--- config.mk ---
export PLATFORM = sky130hd
export DESIGN_NAME = thruster_command_mixer_failsafe_top
export DESIGN_NICKNAME = d
export VERILOG_FILES = /design/src/hdl/tcmf_pkg.sv /design/src/hdl/thruster_command_mixer_failsafe_top.sv /design/src/hdl/tcmf_front.sv /design/src/hdl/tcmf_queue.sv /design/src/hdl/tcmf_back.sv
export SDC_FILE = /design/constraint.sdc
export NUM_CORES = 1
export LEC_CHECK = 0
export ABC_AREA = 1
export BUFFER_PORTS_ARGS = -buffer_cell sky130_fd_sc_hd__buf_2
export CAP_MARGIN = 20
export CORE_AREA = 3 3 225 139
export CTS_CLUSTER_DIAMETER = 80
export DETAILED_ROUTE_END_ITERATION = 8
export DIE_AREA = 0 0 228 142
export GPL_ROUTABILITY_DRIVEN = 0
export GPL_TIMING_DRIVEN = 1
export PLACE_DENSITY = 0.71
export RECOVER_POWER = 50
export SYNTH_ARGS = -nofsm -noshare
export SYNTH_HDL_FRONTEND = slang
export SYNTH_SLANG_ARGS = --single-unit
--- constraint.sdc ---
create_clock -name i_clk -period 7.1 [get_ports i_clk]
set_input_delay 1.065 -clock i_clk [delete_from_list [all_inputs] [get_ports i_clk]]
set_output_delay 1.065 -clock i_clk [all_outputs]
set_load 0.05 [all_outputs]
--- src/hdl/tcmf_pkg.sv ---
// Shared types, constants and arithmetic helpers for the thruster command mixer.
`timescale 1ns / 1ps
`default_nettype none

package tcmf_pkg;

    localparam int PW = 11;          // pulse width field
    localparam int QDEPTH = 2;       // front-to-back queue depth
    localparam int QAW = $clog2(QDEPTH);
    localparam int QCW = $clog2(QDEPTH + 1);

    // configuration register indexes
    localparam logic [2:0] CFG_TIMEOUT  = 3'd0;
    localparam logic [2:0] CFG_DEADZONE = 3'd1;
    localparam logic [2:0] CFG_START    = 3'd2;
    localparam logic [2:0] CFG_STOP     = 3'd3;
    localparam logic [2:0] CFG_NEUTRAL  = 3'd4;

    localparam logic [15:0] RST_TIMEOUT  = 16'd1200;
    localparam logic [6:0]  RST_DEADZONE = 7'd5;
    localparam logic [7:0]  RST_START    = 8'hAA;
    localparam logic [7:0]  RST_STOP     = 8'h55;
    localparam logic [10:0] RST_NEUTRAL  = 11'd1500;

    // input item kinds and result causes
    localparam logic KIND_BYTE = 1'b0;
    localparam logic KIND_TICK = 1'b1;
    localparam logic CAUSE_FRAME    = 1'b0;
    localparam logic CAUSE_FAILSAFE = 1'b1;

    localparam logic signed [7:0] AXIS_MAX = 8'sd100;
    localparam logic signed [7:0] AXIS_MIN = -8'sd100;
    localparam logic signed [12:0] PULSE_MAX = 13'sd2047;

    typedef struct packed {
        logic [15:0]   timeout_ms;
        logic [6:0]    deadzone;
        logic [7:0]    start_marker;
        logic [7:0]    stop_marker;
        logic [PW-1:0] neutral_us;
    } t_cfg;

    // one job handed from front to back
    typedef struct packed {
        logic       cause;
        logic [7:0] surge;
        logic [7:0] sway;
        logic [7:0] yaw;
        logic [7:0] heave;
    } t_job;

    typedef struct packed {
        logic full;
        logic empty;
    } t_qstat;

    function automatic logic [7:0] magnitude(input logic [7:0] v);
        magnitude = v[7] ? (~v + 8'd1) : v;
    endfunction

    // deadzone on raw magnitude, clamp to +/-100, times four
    function automatic logic signed [PW-1:0] axis_delta(input logic [7:0] v,
                                                        input logic [6:0] dz);
        logic signed [7:0] c;
        c = $signed(v);
        if (magnitude(v) < {1'b0, dz}) begin
            c = 8'sd0;
        end else if (c > AXIS_MAX) begin
            c = AXIS_MAX;
        end else if (c < AXIS_MIN) begin
            c = AXIS_MIN;
        end
        axis_delta = $signed({c[7], c, 2'b00});
    endfunction

    function automatic logic [PW-1:0] pulse(input logic [PW-1:0] neutral,
                                            input logic signed [PW-1:0] d);
        logic signed [12:0] p;
        p = $signed({2'b00, neutral}) + $signed({{2{d[PW-1]}}, d});
        if (p < 13'sd0) begin
            pulse = '0;
        end else if (p > PULSE_MAX) begin
            pulse = PULSE_MAX[PW-1:0];
        end else begin
            pulse = p[PW-1:0];
        end
    endfunction

endpackage

`default_nettype wire

--- src/hdl/thruster_command_mixer_failsafe_top.sv ---
// Top level of the thruster command mixer with failsafe timeout.
//
// Input channel (i_valid/o_ready): one word per item, either a received serial
// byte (i_kind = 0, i_rx_byte) or a one millisecond tick (i_kind = 1).
// Bytes form fixed six-byte frames counted from reset: start marker, surge,
// sway, yaw, heave, stop marker. A frame with both markers right yields one
// result word with eight ESC pulse widths and cause 0; a tick that brings the
// idle count up to timeout_ms yields an all-neutral word with cause 1.
// Output channel (o_valid/i_ready): result words, in item order.
// Config channel (i_cfg_valid/o_cfg_ready, always ready): i_cfg_index picks
// timeout_ms, deadzone, start_marker, stop_marker or neutral_us; write only
// while the block is idle.
// Throughput: one item per cycle while the job queue is not full. A result word
// passes through the job queue (written on the taking edge) and then the output
// register (loaded when the back end pops the queue) before it shows on the output.
// The front end keeps taking items while the output is stalled, until its
// two-entry job queue fills; o_ready then drops until the receiver takes a word.
// Reset (synchronous, active low): registers return to their defaults, frame
// position and idle count clear, queue and output register empty.
`timescale 1ns / 1ps
`default_nettype none

module thruster_command_mixer_failsafe_top (
    input  wire                       i_clk,
    input  wire                       i_rst_n,
    // items
    input  wire                       i_valid,
    output logic                      o_ready,
    input  wire                       i_kind,
    input  wire  [7:0]                i_rx_byte,
    // results
    output logic                      o_valid,
    input  wire                       i_ready,
    output logic                      o_cause,
    output logic [tcmf_pkg::PW-1:0]   o_front_right_us,
    output logic [tcmf_pkg::PW-1:0]   o_front_left_us,
    output logic [tcmf_pkg::PW-1:0]   o_rear_right_us,
    output logic [tcmf_pkg::PW-1:0]   o_rear_left_us,
    output logic [tcmf_pkg::PW-1:0]   o_vert_front_right_us,
    output logic [tcmf_pkg::PW-1:0]   o_vert_front_left_us,
    output logic [tcmf_pkg::PW-1:0]   o_vert_rear_right_us,
    output logic [tcmf_pkg::PW-1:0]   o_vert_rear_left_us,
    // configuration writes
    input  wire                       i_cfg_valid,
    output logic                      o_cfg_ready,
    input  wire  [2:0]                i_cfg_index,
    input  wire  [15:0]               i_cfg_data
);
    import tcmf_pkg::*;

    t_cfg   r_cfg;
    t_qstat qstat;
    t_job   push_job;
    t_job   head_job;
    logic   push;
    logic   pop;

    assign o_cfg_ready = 1'b1;

    // Config registers; an unknown index is ignored.
    always_ff @(posedge i_clk) begin
        if (!i_rst_n) begin
            r_cfg.timeout_ms   <= RST_TIMEOUT;
            r_cfg.deadzone     <= RST_DEADZONE;
            r_cfg.start_marker <= RST_START;
            r_cfg.stop_marker  <= RST_STOP;
            r_cfg.neutral_us   <= RST_NEUTRAL;
        end else if (i_cfg_valid && o_cfg_ready) begin
            case (i_cfg_index)
                CFG_TIMEOUT:  r_cfg.timeout_ms   <= i_cfg_data;
                CFG_DEADZONE: r_cfg.deadzone     <= i_cfg_data[6:0];
                CFG_START:    r_cfg.start_marker <= i_cfg_data[7:0];
                CFG_STOP:     r_cfg.stop_marker  <= i_cfg_data[7:0];
                CFG_NEUTRAL:  r_cfg.neutral_us   <= i_cfg_data[PW-1:0];
                default: begin
                end
            endcase
        end
    end

    // Front end: framing and failsafe timer decide which words are produced.
    tcmf_front u_front (
        .i_clk     (i_clk),
        .i_rst_n   (i_rst_n),
        .i_valid   (i_valid),
        .o_ready   (o_ready),
        .i_kind    (i_kind),
        .i_rx_byte (i_rx_byte),
        .i_cfg     (r_cfg),
        .i_qstat   (qstat),
        .o_push    (push),
        .o_job     (push_job)
    );

    // Decouples the front end from output stalls.
    tcmf_queue u_queue (
        .i_clk   (i_clk),
        .i_rst_n (i_rst_n),
        .i_push  (push),
        .i_job   (push_job),
        .i_pop   (pop),
        .o_job   (head_job),
        .o_qstat (qstat)
    );

    // Back end: mixing into pulse widths, registered output.
    tcmf_back u_back (
        .i_clk                 (i_clk),
        .i_rst_n               (i_rst_n),
        .i_cfg                 (r_cfg),
        .i_qstat               (qstat),
        .i_job                 (head_job),
        .o_pop                 (pop),
        .o_valid               (o_valid),
        .i_ready               (i_ready),
        .o_cause               (o_cause),
        .o_front_right_us      (o_front_right_us),
        .o_front_left_us       (o_front_left_us),
        .o_rear_right_us       (o_rear_right_us),
        .o_rear_left_us        (o_rear_left_us),
        .o_vert_front_right_us (o_vert_front_right_us),
        .o_vert_front_left_us  (o_vert_front_left_us),
        .o_vert_rear_right_us  (o_vert_rear_right_us),
        .o_vert_rear_left_us   (o_vert_rear_left_us)
    );

endmodule

`default_nettype wire

--- src/hdl/tcmf_front.sv ---
// Front end: frame assembly, marker check and idle timeout, emits jobs.
`timescale 1ns / 1ps
`default_nettype none

module tcmf_front (
    input  wire                  i_clk,
    input  wire                  i_rst_n,
    input  wire                  i_valid,
    output logic                 o_ready,
    input  wire                  i_kind,
    input  wire  [7:0]           i_rx_byte,
    input  tcmf_pkg::t_cfg       i_cfg,
    input  tcmf_pkg::t_qstat     i_qstat,
    output logic                 o_push,
    output tcmf_pkg::t_job       o_job
);
    import tcmf_pkg::*;

    logic [2:0]  r_pos, n_pos;
    logic [7:0]  r_start, n_start;
    logic [15:0] r_idle, n_idle;
    logic [7:0]  r_axis [4];
    logic [16:0] idle_inc;
    logic        accept;
    logic        axis_we;

    assign o_ready  = !i_qstat.full;
    assign accept   = i_valid && o_ready;
    assign idle_inc = {1'b0, r_idle} + 17'd1;

    always_comb begin
        n_pos   = r_pos;
        n_start = r_start;
        n_idle  = r_idle;
        axis_we = 1'b0;
        o_push  = 1'b0;
        o_job.cause = CAUSE_FRAME;
        o_job.surge = r_axis[0];
        o_job.sway  = r_axis[1];
        o_job.yaw   = r_axis[2];
        o_job.heave = r_axis[3];
        if (accept) begin
            if (i_kind == KIND_TICK) begin
                if (idle_inc >= {1'b0, i_cfg.timeout_ms}) begin
                    n_idle      = '0;
                    o_push      = 1'b1;
                    o_job.cause = CAUSE_FAILSAFE;
                end else begin
                    n_idle = idle_inc[15:0];
                end
            end else begin
                case (r_pos)
                    3'd1, 3'd2, 3'd3, 3'd4: begin
                        axis_we = 1'b1;
                        n_pos   = r_pos + 3'd1;
                    end
                    3'd5: begin
                        n_pos = '0;
                        if (r_start == i_cfg.start_marker && i_rx_byte == i_cfg.stop_marker) begin
                            n_idle = '0;
                            o_push = 1'b1;
                        end
                    end
                    default: begin
                        // start byte; stray positions restart the frame
                        n_start = i_rx_byte;
                        n_pos   = 3'd1;
                    end
                endcase
            end
        end
    end

    always_ff @(posedge i_clk) begin
        if (!i_rst_n) begin
            r_pos   <= '0;
            r_start <= '0;
            r_idle  <= '0;
        end else begin
            r_pos   <= n_pos;
            r_start <= n_start;
            r_idle  <= n_idle;
        end
    end

    always_ff @(posedge i_clk) begin
        if (axis_we) begin
            r_axis[2'(r_pos - 3'd1)] <= i_rx_byte;
        end
    end

endmodule

`default_nettype wire

--- src/hdl/tcmf_queue.sv ---
// Short job queue between front end and mixer back end.
`timescale 1ns / 1ps
`default_nettype none

module tcmf_queue (
    input  wire                  i_clk,
    input  wire                  i_rst_n,
    input  wire                  i_push,
    input  tcmf_pkg::t_job       i_job,
    input  wire                  i_pop,
    output tcmf_pkg::t_job       o_job,
    output tcmf_pkg::t_qstat     o_qstat
);
    import tcmf_pkg::*;

    t_job           r_mem [QDEPTH];
    logic [QAW-1:0] r_wptr;
    logic [QAW-1:0] r_rptr;
    logic [QCW-1:0] r_count;
    logic           do_push;
    logic           do_pop;

    assign o_qstat.full  = (r_count == QCW'(QDEPTH));
    assign o_qstat.empty = (r_count == '0);
    assign do_push = i_push && !o_qstat.full;
    assign do_pop  = i_pop && !o_qstat.empty;
    assign o_job   = r_mem[r_rptr];

    always_ff @(posedge i_clk) begin
        if (!i_rst_n) begin
            r_wptr  <= '0;
            r_rptr  <= '0;
            r_count <= '0;
        end else begin
            if (do_push) begin
                r_wptr <= (r_wptr == QAW'(QDEPTH - 1)) ? '0 : r_wptr + 1'b1;
            end
            if (do_pop) begin
                r_rptr <= (r_rptr == QAW'(QDEPTH - 1)) ? '0 : r_rptr + 1'b1;
            end
            if (do_push && !do_pop) begin
                r_count <= r_count + 1'b1;
            end else if (do_pop && !do_push) begin
                r_count <= r_count - 1'b1;
            end
        end
    end

    always_ff @(posedge i_clk) begin
        if (do_push) begin
            r_mem[r_wptr] <= i_job;
        end
    end

endmodule

`default_nettype wire

--- src/hdl/tcmf_back.sv ---
// Back end: axis selection, deadzone/clamp, pulse mixing and output register.
`timescale 1ns / 1ps
`default_nettype none

module tcmf_back (
    input  wire                       i_clk,
    input  wire                       i_rst_n,
    input  tcmf_pkg::t_cfg            i_cfg,
    input  tcmf_pkg::t_qstat          i_qstat,
    input  tcmf_pkg::t_job            i_job,
    output logic                      o_pop,
    output logic                      o_valid,
    input  wire                       i_ready,
    output logic                      o_cause,
    output logic [tcmf_pkg::PW-1:0]   o_front_right_us,
    output logic [tcmf_pkg::PW-1:0]   o_front_left_us,
    output logic [tcmf_pkg::PW-1:0]   o_rear_right_us,
    output logic [tcmf_pkg::PW-1:0]   o_rear_left_us,
    output logic [tcmf_pkg::PW-1:0]   o_vert_front_right_us,
    output logic [tcmf_pkg::PW-1:0]   o_vert_front_left_us,
    output logic [tcmf_pkg::PW-1:0]   o_vert_rear_right_us,
    output logic [tcmf_pkg::PW-1:0]   o_vert_rear_left_us
);
    import tcmf_pkg::*;

    logic                 r_valid;
    logic [PW-1:0]        n_pw [8];
    logic [PW-1:0]        r_pw [8];
    logic                 r_cause;
    logic [7:0]           m_su, m_sw, m_ya;
    logic [7:0]           sel;
    logic signed [PW-1:0] d, h;
    logic [PW-1:0]        pp, pn, hp, hn;
    logic                 sel_surge, sel_sway;

    assign o_pop = !i_qstat.empty && (!r_valid || i_ready);

    always_comb begin
        m_su = magnitude(i_job.surge);
        m_sw = magnitude(i_job.sway);
        m_ya = magnitude(i_job.yaw);
        // ties favour surge, then sway
        sel_surge = (m_su >= m_sw) && (m_su >= m_ya);
        sel_sway  = !sel_surge && (m_sw >= m_ya);
        sel = sel_surge ? i_job.surge : (sel_sway ? i_job.sway : i_job.yaw);
        d  = axis_delta(sel, i_cfg.deadzone);
        h  = axis_delta(i_job.heave, i_cfg.deadzone);
        pp = pulse(i_cfg.neutral_us, d);
        pn = pulse(i_cfg.neutral_us, -d);
        hp = pulse(i_cfg.neutral_us, h);
        hn = pulse(i_cfg.neutral_us, -h);

        if (i_job.cause == CAUSE_FAILSAFE) begin
            for (int k = 0; k < 8; k++) begin
                n_pw[k] = i_cfg.neutral_us;
            end
        end else begin
            if (sel_surge) begin
                n_pw[0] = pp; n_pw[1] = pp; n_pw[2] = pn; n_pw[3] = pn;
            end else if (sel_sway) begin
                n_pw[0] = pn; n_pw[1] = pp; n_pw[2] = pn; n_pw[3] = pp;
            end else begin
                n_pw[0] = pn; n_pw[1] = pp; n_pw[2] = pp; n_pw[3] = pn;
            end
            n_pw[4] = hp; n_pw[5] = hn; n_pw[6] = hn; n_pw[7] = hp;
        end
    end

    always_ff @(posedge i_clk) begin
        if (!i_rst_n) begin
            r_valid <= 1'b0;
        end else if (o_pop) begin
            r_valid <= 1'b1;
        end else if (i_ready) begin
            r_valid <= 1'b0;
        end
    end

    always_ff @(posedge i_clk) begin
        if (o_pop) begin
            r_cause <= i_job.cause;
            r_pw    <= n_pw;
        end
    end

    assign o_valid               = r_valid;
    assign o_cause               = r_cause;
    assign o_front_right_us      = r_pw[0];
    assign o_front_left_us       = r_pw[1];
    assign o_rear_right_us       = r_pw[2];
    assign o_rear_left_us        = r_pw[3];
    assign o_vert_front_right_us = r_pw[4];
    assign o_vert_front_left_us  = r_pw[5];
    assign o_vert_rear_right_us  = r_pw[6];
    assign o_vert_rear_left_us   = r_pw[7];

endmodule

`default_nettype wire

==> key figures <==
Global route
  – Global Route met3 Usage: 5.72%
  – Largest net degree at the start of global routing: 73
  – Vias in the first global route: 11,866
  – Initial antenna violation count: 0
  – Met1 global-route usage: 34.4%
  – GRT Util Overall: 23.2%
  – First-pass GRT wire length: 61,100 µm
  – GRT met2 Usage: 34.9%
  – Congestion Overflow GR: 0
  – Most used routing layer: met2

Worst setup path
  – Critical Path Start Type: register
  – Reg2Reg Depth: 57
  – Cell mode on critical path: nand2_1
  – Crit-path slowest cell: dfxtp_4
  – Worst Path Max Fanout: 5
  – Req. time, crit path: 7.41 ns
  – Crit path DAT: 7.61 ns
  – Setup CP Type: reg -> reg
  – R2R Setup Slk: -0.20 ns
  – Worst Setup End Kind: register
  – R2r endpoint: u_back.o_front_right_us[7]$_DFFE_PP_
  – Biggest cell delay along the critical path: 0.39 ns

Floorplan
  – Core ar.: 29,600 µm²
  – Top Ports: 125
  – Floorplan row count: 49
  – Die H: 142 µm
  – Die width: 228 µm
  – Full die area: 32,400 µm²
  – Initial Utilization: 49.6%

Logic synthesis
  – Synth warn: 0
  – Post-Synthesis Cells: 1,734
  – Synth Net Count: 1,875
  – Post-synthesis sequential element count: 248
  – Sequential-to-total area share from yosys stat: 45.2%
  – Post-Syn Area: 14,600 µm²
  – Top FF cell, synth: edfxtp_1
  – EDFF count, synth: 165
  – Distinct cells, synth: 54
  – Asr flop ratio synth: 0%
  – Syn Area/Cell: 8.45 µm²

Hold path
  – Hold_sp: u_front.r_axis[0][3]$_DFFE_PP_
  – Hold path cells: 0
  – Hold Crit Endpoint: u_queue.r_mem[1][27]$_DFFE_PP_
  – Hold Path Class: reg -> reg

Detailed routing
  – Routed wire length: 40,500 µm
  – Pre-antenna DRT Iters: 5
  – Routed Antenna Nets: 0
  – Vias/cell: 5.34
  – Initial detailed-routing violation count: 1,487
  – DRC viols: 0
  – Vias: 12,955
  – DR WL/cell: 16.7 µm

Finish
  – Area Growth Syn to Fin: 25.9%
  – Commonest cells after routing, fill and taps aside: 383 x nand2_1, 204 x inv_1, 165 x edfxtp_1, 158 x buf_4, 106 x nand3_1
  – Layout Nets: 2,139
  – Post-layout util: 62.4%
  – Antenna cells: 0
  – Leading cell type in the layout, fill and taps excluded: nand2_1
  – Layout cells sized above 1: 26.1%

Timing
  – Final Cycle Share: 103%
  – Setup Skew: 0.0158 ns
  – Post-layout min period: 7.30 ns
  – Fmax: 0.137 GHz
  – RSZ-0062 raised after global routing: yes
  – Final hold slack: 0.442 ns
  – Endpoints failing setup: 44
  – Slew @ Worst Pin: 3.81 ns
  – Worst rel slew slack: -154%
  – Final WS setup: -0.202 ns
  – Setup TNS Final: -6.52 ns
  – Fin. max-slew vios: 137
  – Fin. Hold Viols: 0

Clock network
  – H-tree depth: 1
  – CTS Root Cell: clkbuf_16
  – Clk Latency, worst-skew pair: 0.56 ns
  – CTS tree: done
  – Post-cts hold buffer count: 0
  – TritonCTS Sinks: 248
  – Clk pin slew, worst setup/hold paths: 0.06 ns
  – CTS buffer count: 25
  – Maximum clock path buffer count: 3

Place
  – Port Buffers: 123
  – DP HPWL: 28,200 µm
  – Pre-CTS setup slack: -0.605 ns

Flow run
  – Max_cap viols: 2

Run status
  – Violations in the final reports: capacitance limit, slew limit, setup timing
  – Status: complete, but fails checks
sequential cells by signal, indices dropped and copies added (netlist names), named ones only:
| register | flops |
|---|---|
| u_queue.r_mem | 66 |
| r_cfg | 50 |
| u_front.r_axis | 32 |
| u_front.r_idle | 16 |
| u_back.o_front_left_us | 11 |
| u_back.o_front_right_us | 11 |
| u_back.o_rear_left_us | 11 |
| u_back.o_rear_right_us | 11 |
| u_back.o_vert_rear_left_us | 11 |
| u_back.o_vert_rear_right_us | 11 |
| u_front.r_start | 8 |
| u_front.r_pos | 3 |
| u_queue.r_count | 2 |
| u_back.o_cause | 1 |
| u_back.o_valid | 1 |
| u_queue.r_rptr | 1 |
| u_queue.r_wptr | 1 |
worst max-delay path: cells and delay by family (launching register included):
kind	cells	cell delay [ns]
fa+ha+maj	4	1.06
compound gates	13	1.99
simple gates	24	2.22
xor+xnor	1	0.20
buf+inv	15	1.19
flops	1	0.39
per-layer routing:
metal	share of wire (%)	wire length (µm)
met4	1.7	693
met2	44	17700
met3	10	4120
met1	45	18100
met5	0	0
cell families after synthesis:
group | after synthesis | share of synthesized area (%)
simple gates | 744 | 22.4
other cells | 1 | 0.0256
flops | 248 | 45.2
buf+inv | 306 | 9.02
xor+xnor | 62 | 3.84
compound gates | 265 | 10.1
fa+ha+maj | 108 | 9.43
how the worst max path moves through the flow:
stage	from	end	slack, ns	cells past startpoint
after floorplan	register	u_back.o_front_right_us[0]$_DFFE_PP_	0.11	60
after global placement	register	u_back.o_rear_left_us[0]$_DFFE_PP_	-0.35	51
after detailed placement	register	u_back.o_rear_left_us[0]$_DFFE_PP_	-0.60	51
after CTS	register	u_back.o_front_left_us[2]$_DFFE_PP_	0.006	55
after global routing	register	u_back.o_front_right_us[7]$_DFFE_PP_	-0.61	59
final	register	u_back.o_front_right_us[7]$_DFFE_PP_	-0.20	57
final cells by class:
| cell class | count | area (µm²) |
|---|---|---|
| multi-input cells | 1184 | 7500 |
| repair buffers | 305 | 2080 |
| fillers | 2376 | 11100 |
| clock inverters | 14 | 150 |
| well taps | 408 | 510 |
| clock buffers | 31 | 679 |
| flip-flops and latches | 248 | 6620 |
| inverters | 234 | 898 |
cell usage after synthesis (6+ instances only):
cell        n  area, µm²
nand2_2    26        163
clkbuf_1   26       97.6
buf_2       9       45.0
inv_1     222        833
o31ai_1     8       60.1
nand2_1   412       1550
nor2_2      7       43.8
dfxtp_1    83       1660
edfxtp_1  165       4950
o21ai_1     7       35.0
buf_6       7       78.8
inv_2      11       41.3
xnor2_1    12        105
nor2_1    107        402
a21oi_1   110        551
ha_1      104       1300
nand3_2     8       80.1
nand2_4     6       67.6
o21bai_1    9       67.6
nand3_1   127        636
nor3_1     16       80.1
buf_4      29        218
xor2_1     49        429
o22ai_1     6       37.5
o211ai_1    9       67.6
or2_2      10       62.6
o21ai_0    92        460
per-stage QoR:
| step | cell area [µm²] | std cells |
|---|---|---|
| after floorplan | 14600 | 1734 |
| after CTS | 17700 | 2403 |
| after global routing | 18400 | 2424 |
| after detailed placement | 16400 | 2333 |
| final | 18400 | 2424 |
| after global placement | 16400 | 2332 |
what timing repair did:
item,CTS,global route
buffers inserted,20,21
pin swaps,25,113
hold endpoints to repair,0,0
gates cloned,5,0
gates resized for setup,66,153
endpoints found under the setup margin,44,44
Power is not shown: default switching activity piles up to over one toggle a cycle in this logic, so the estimate is an artifact.
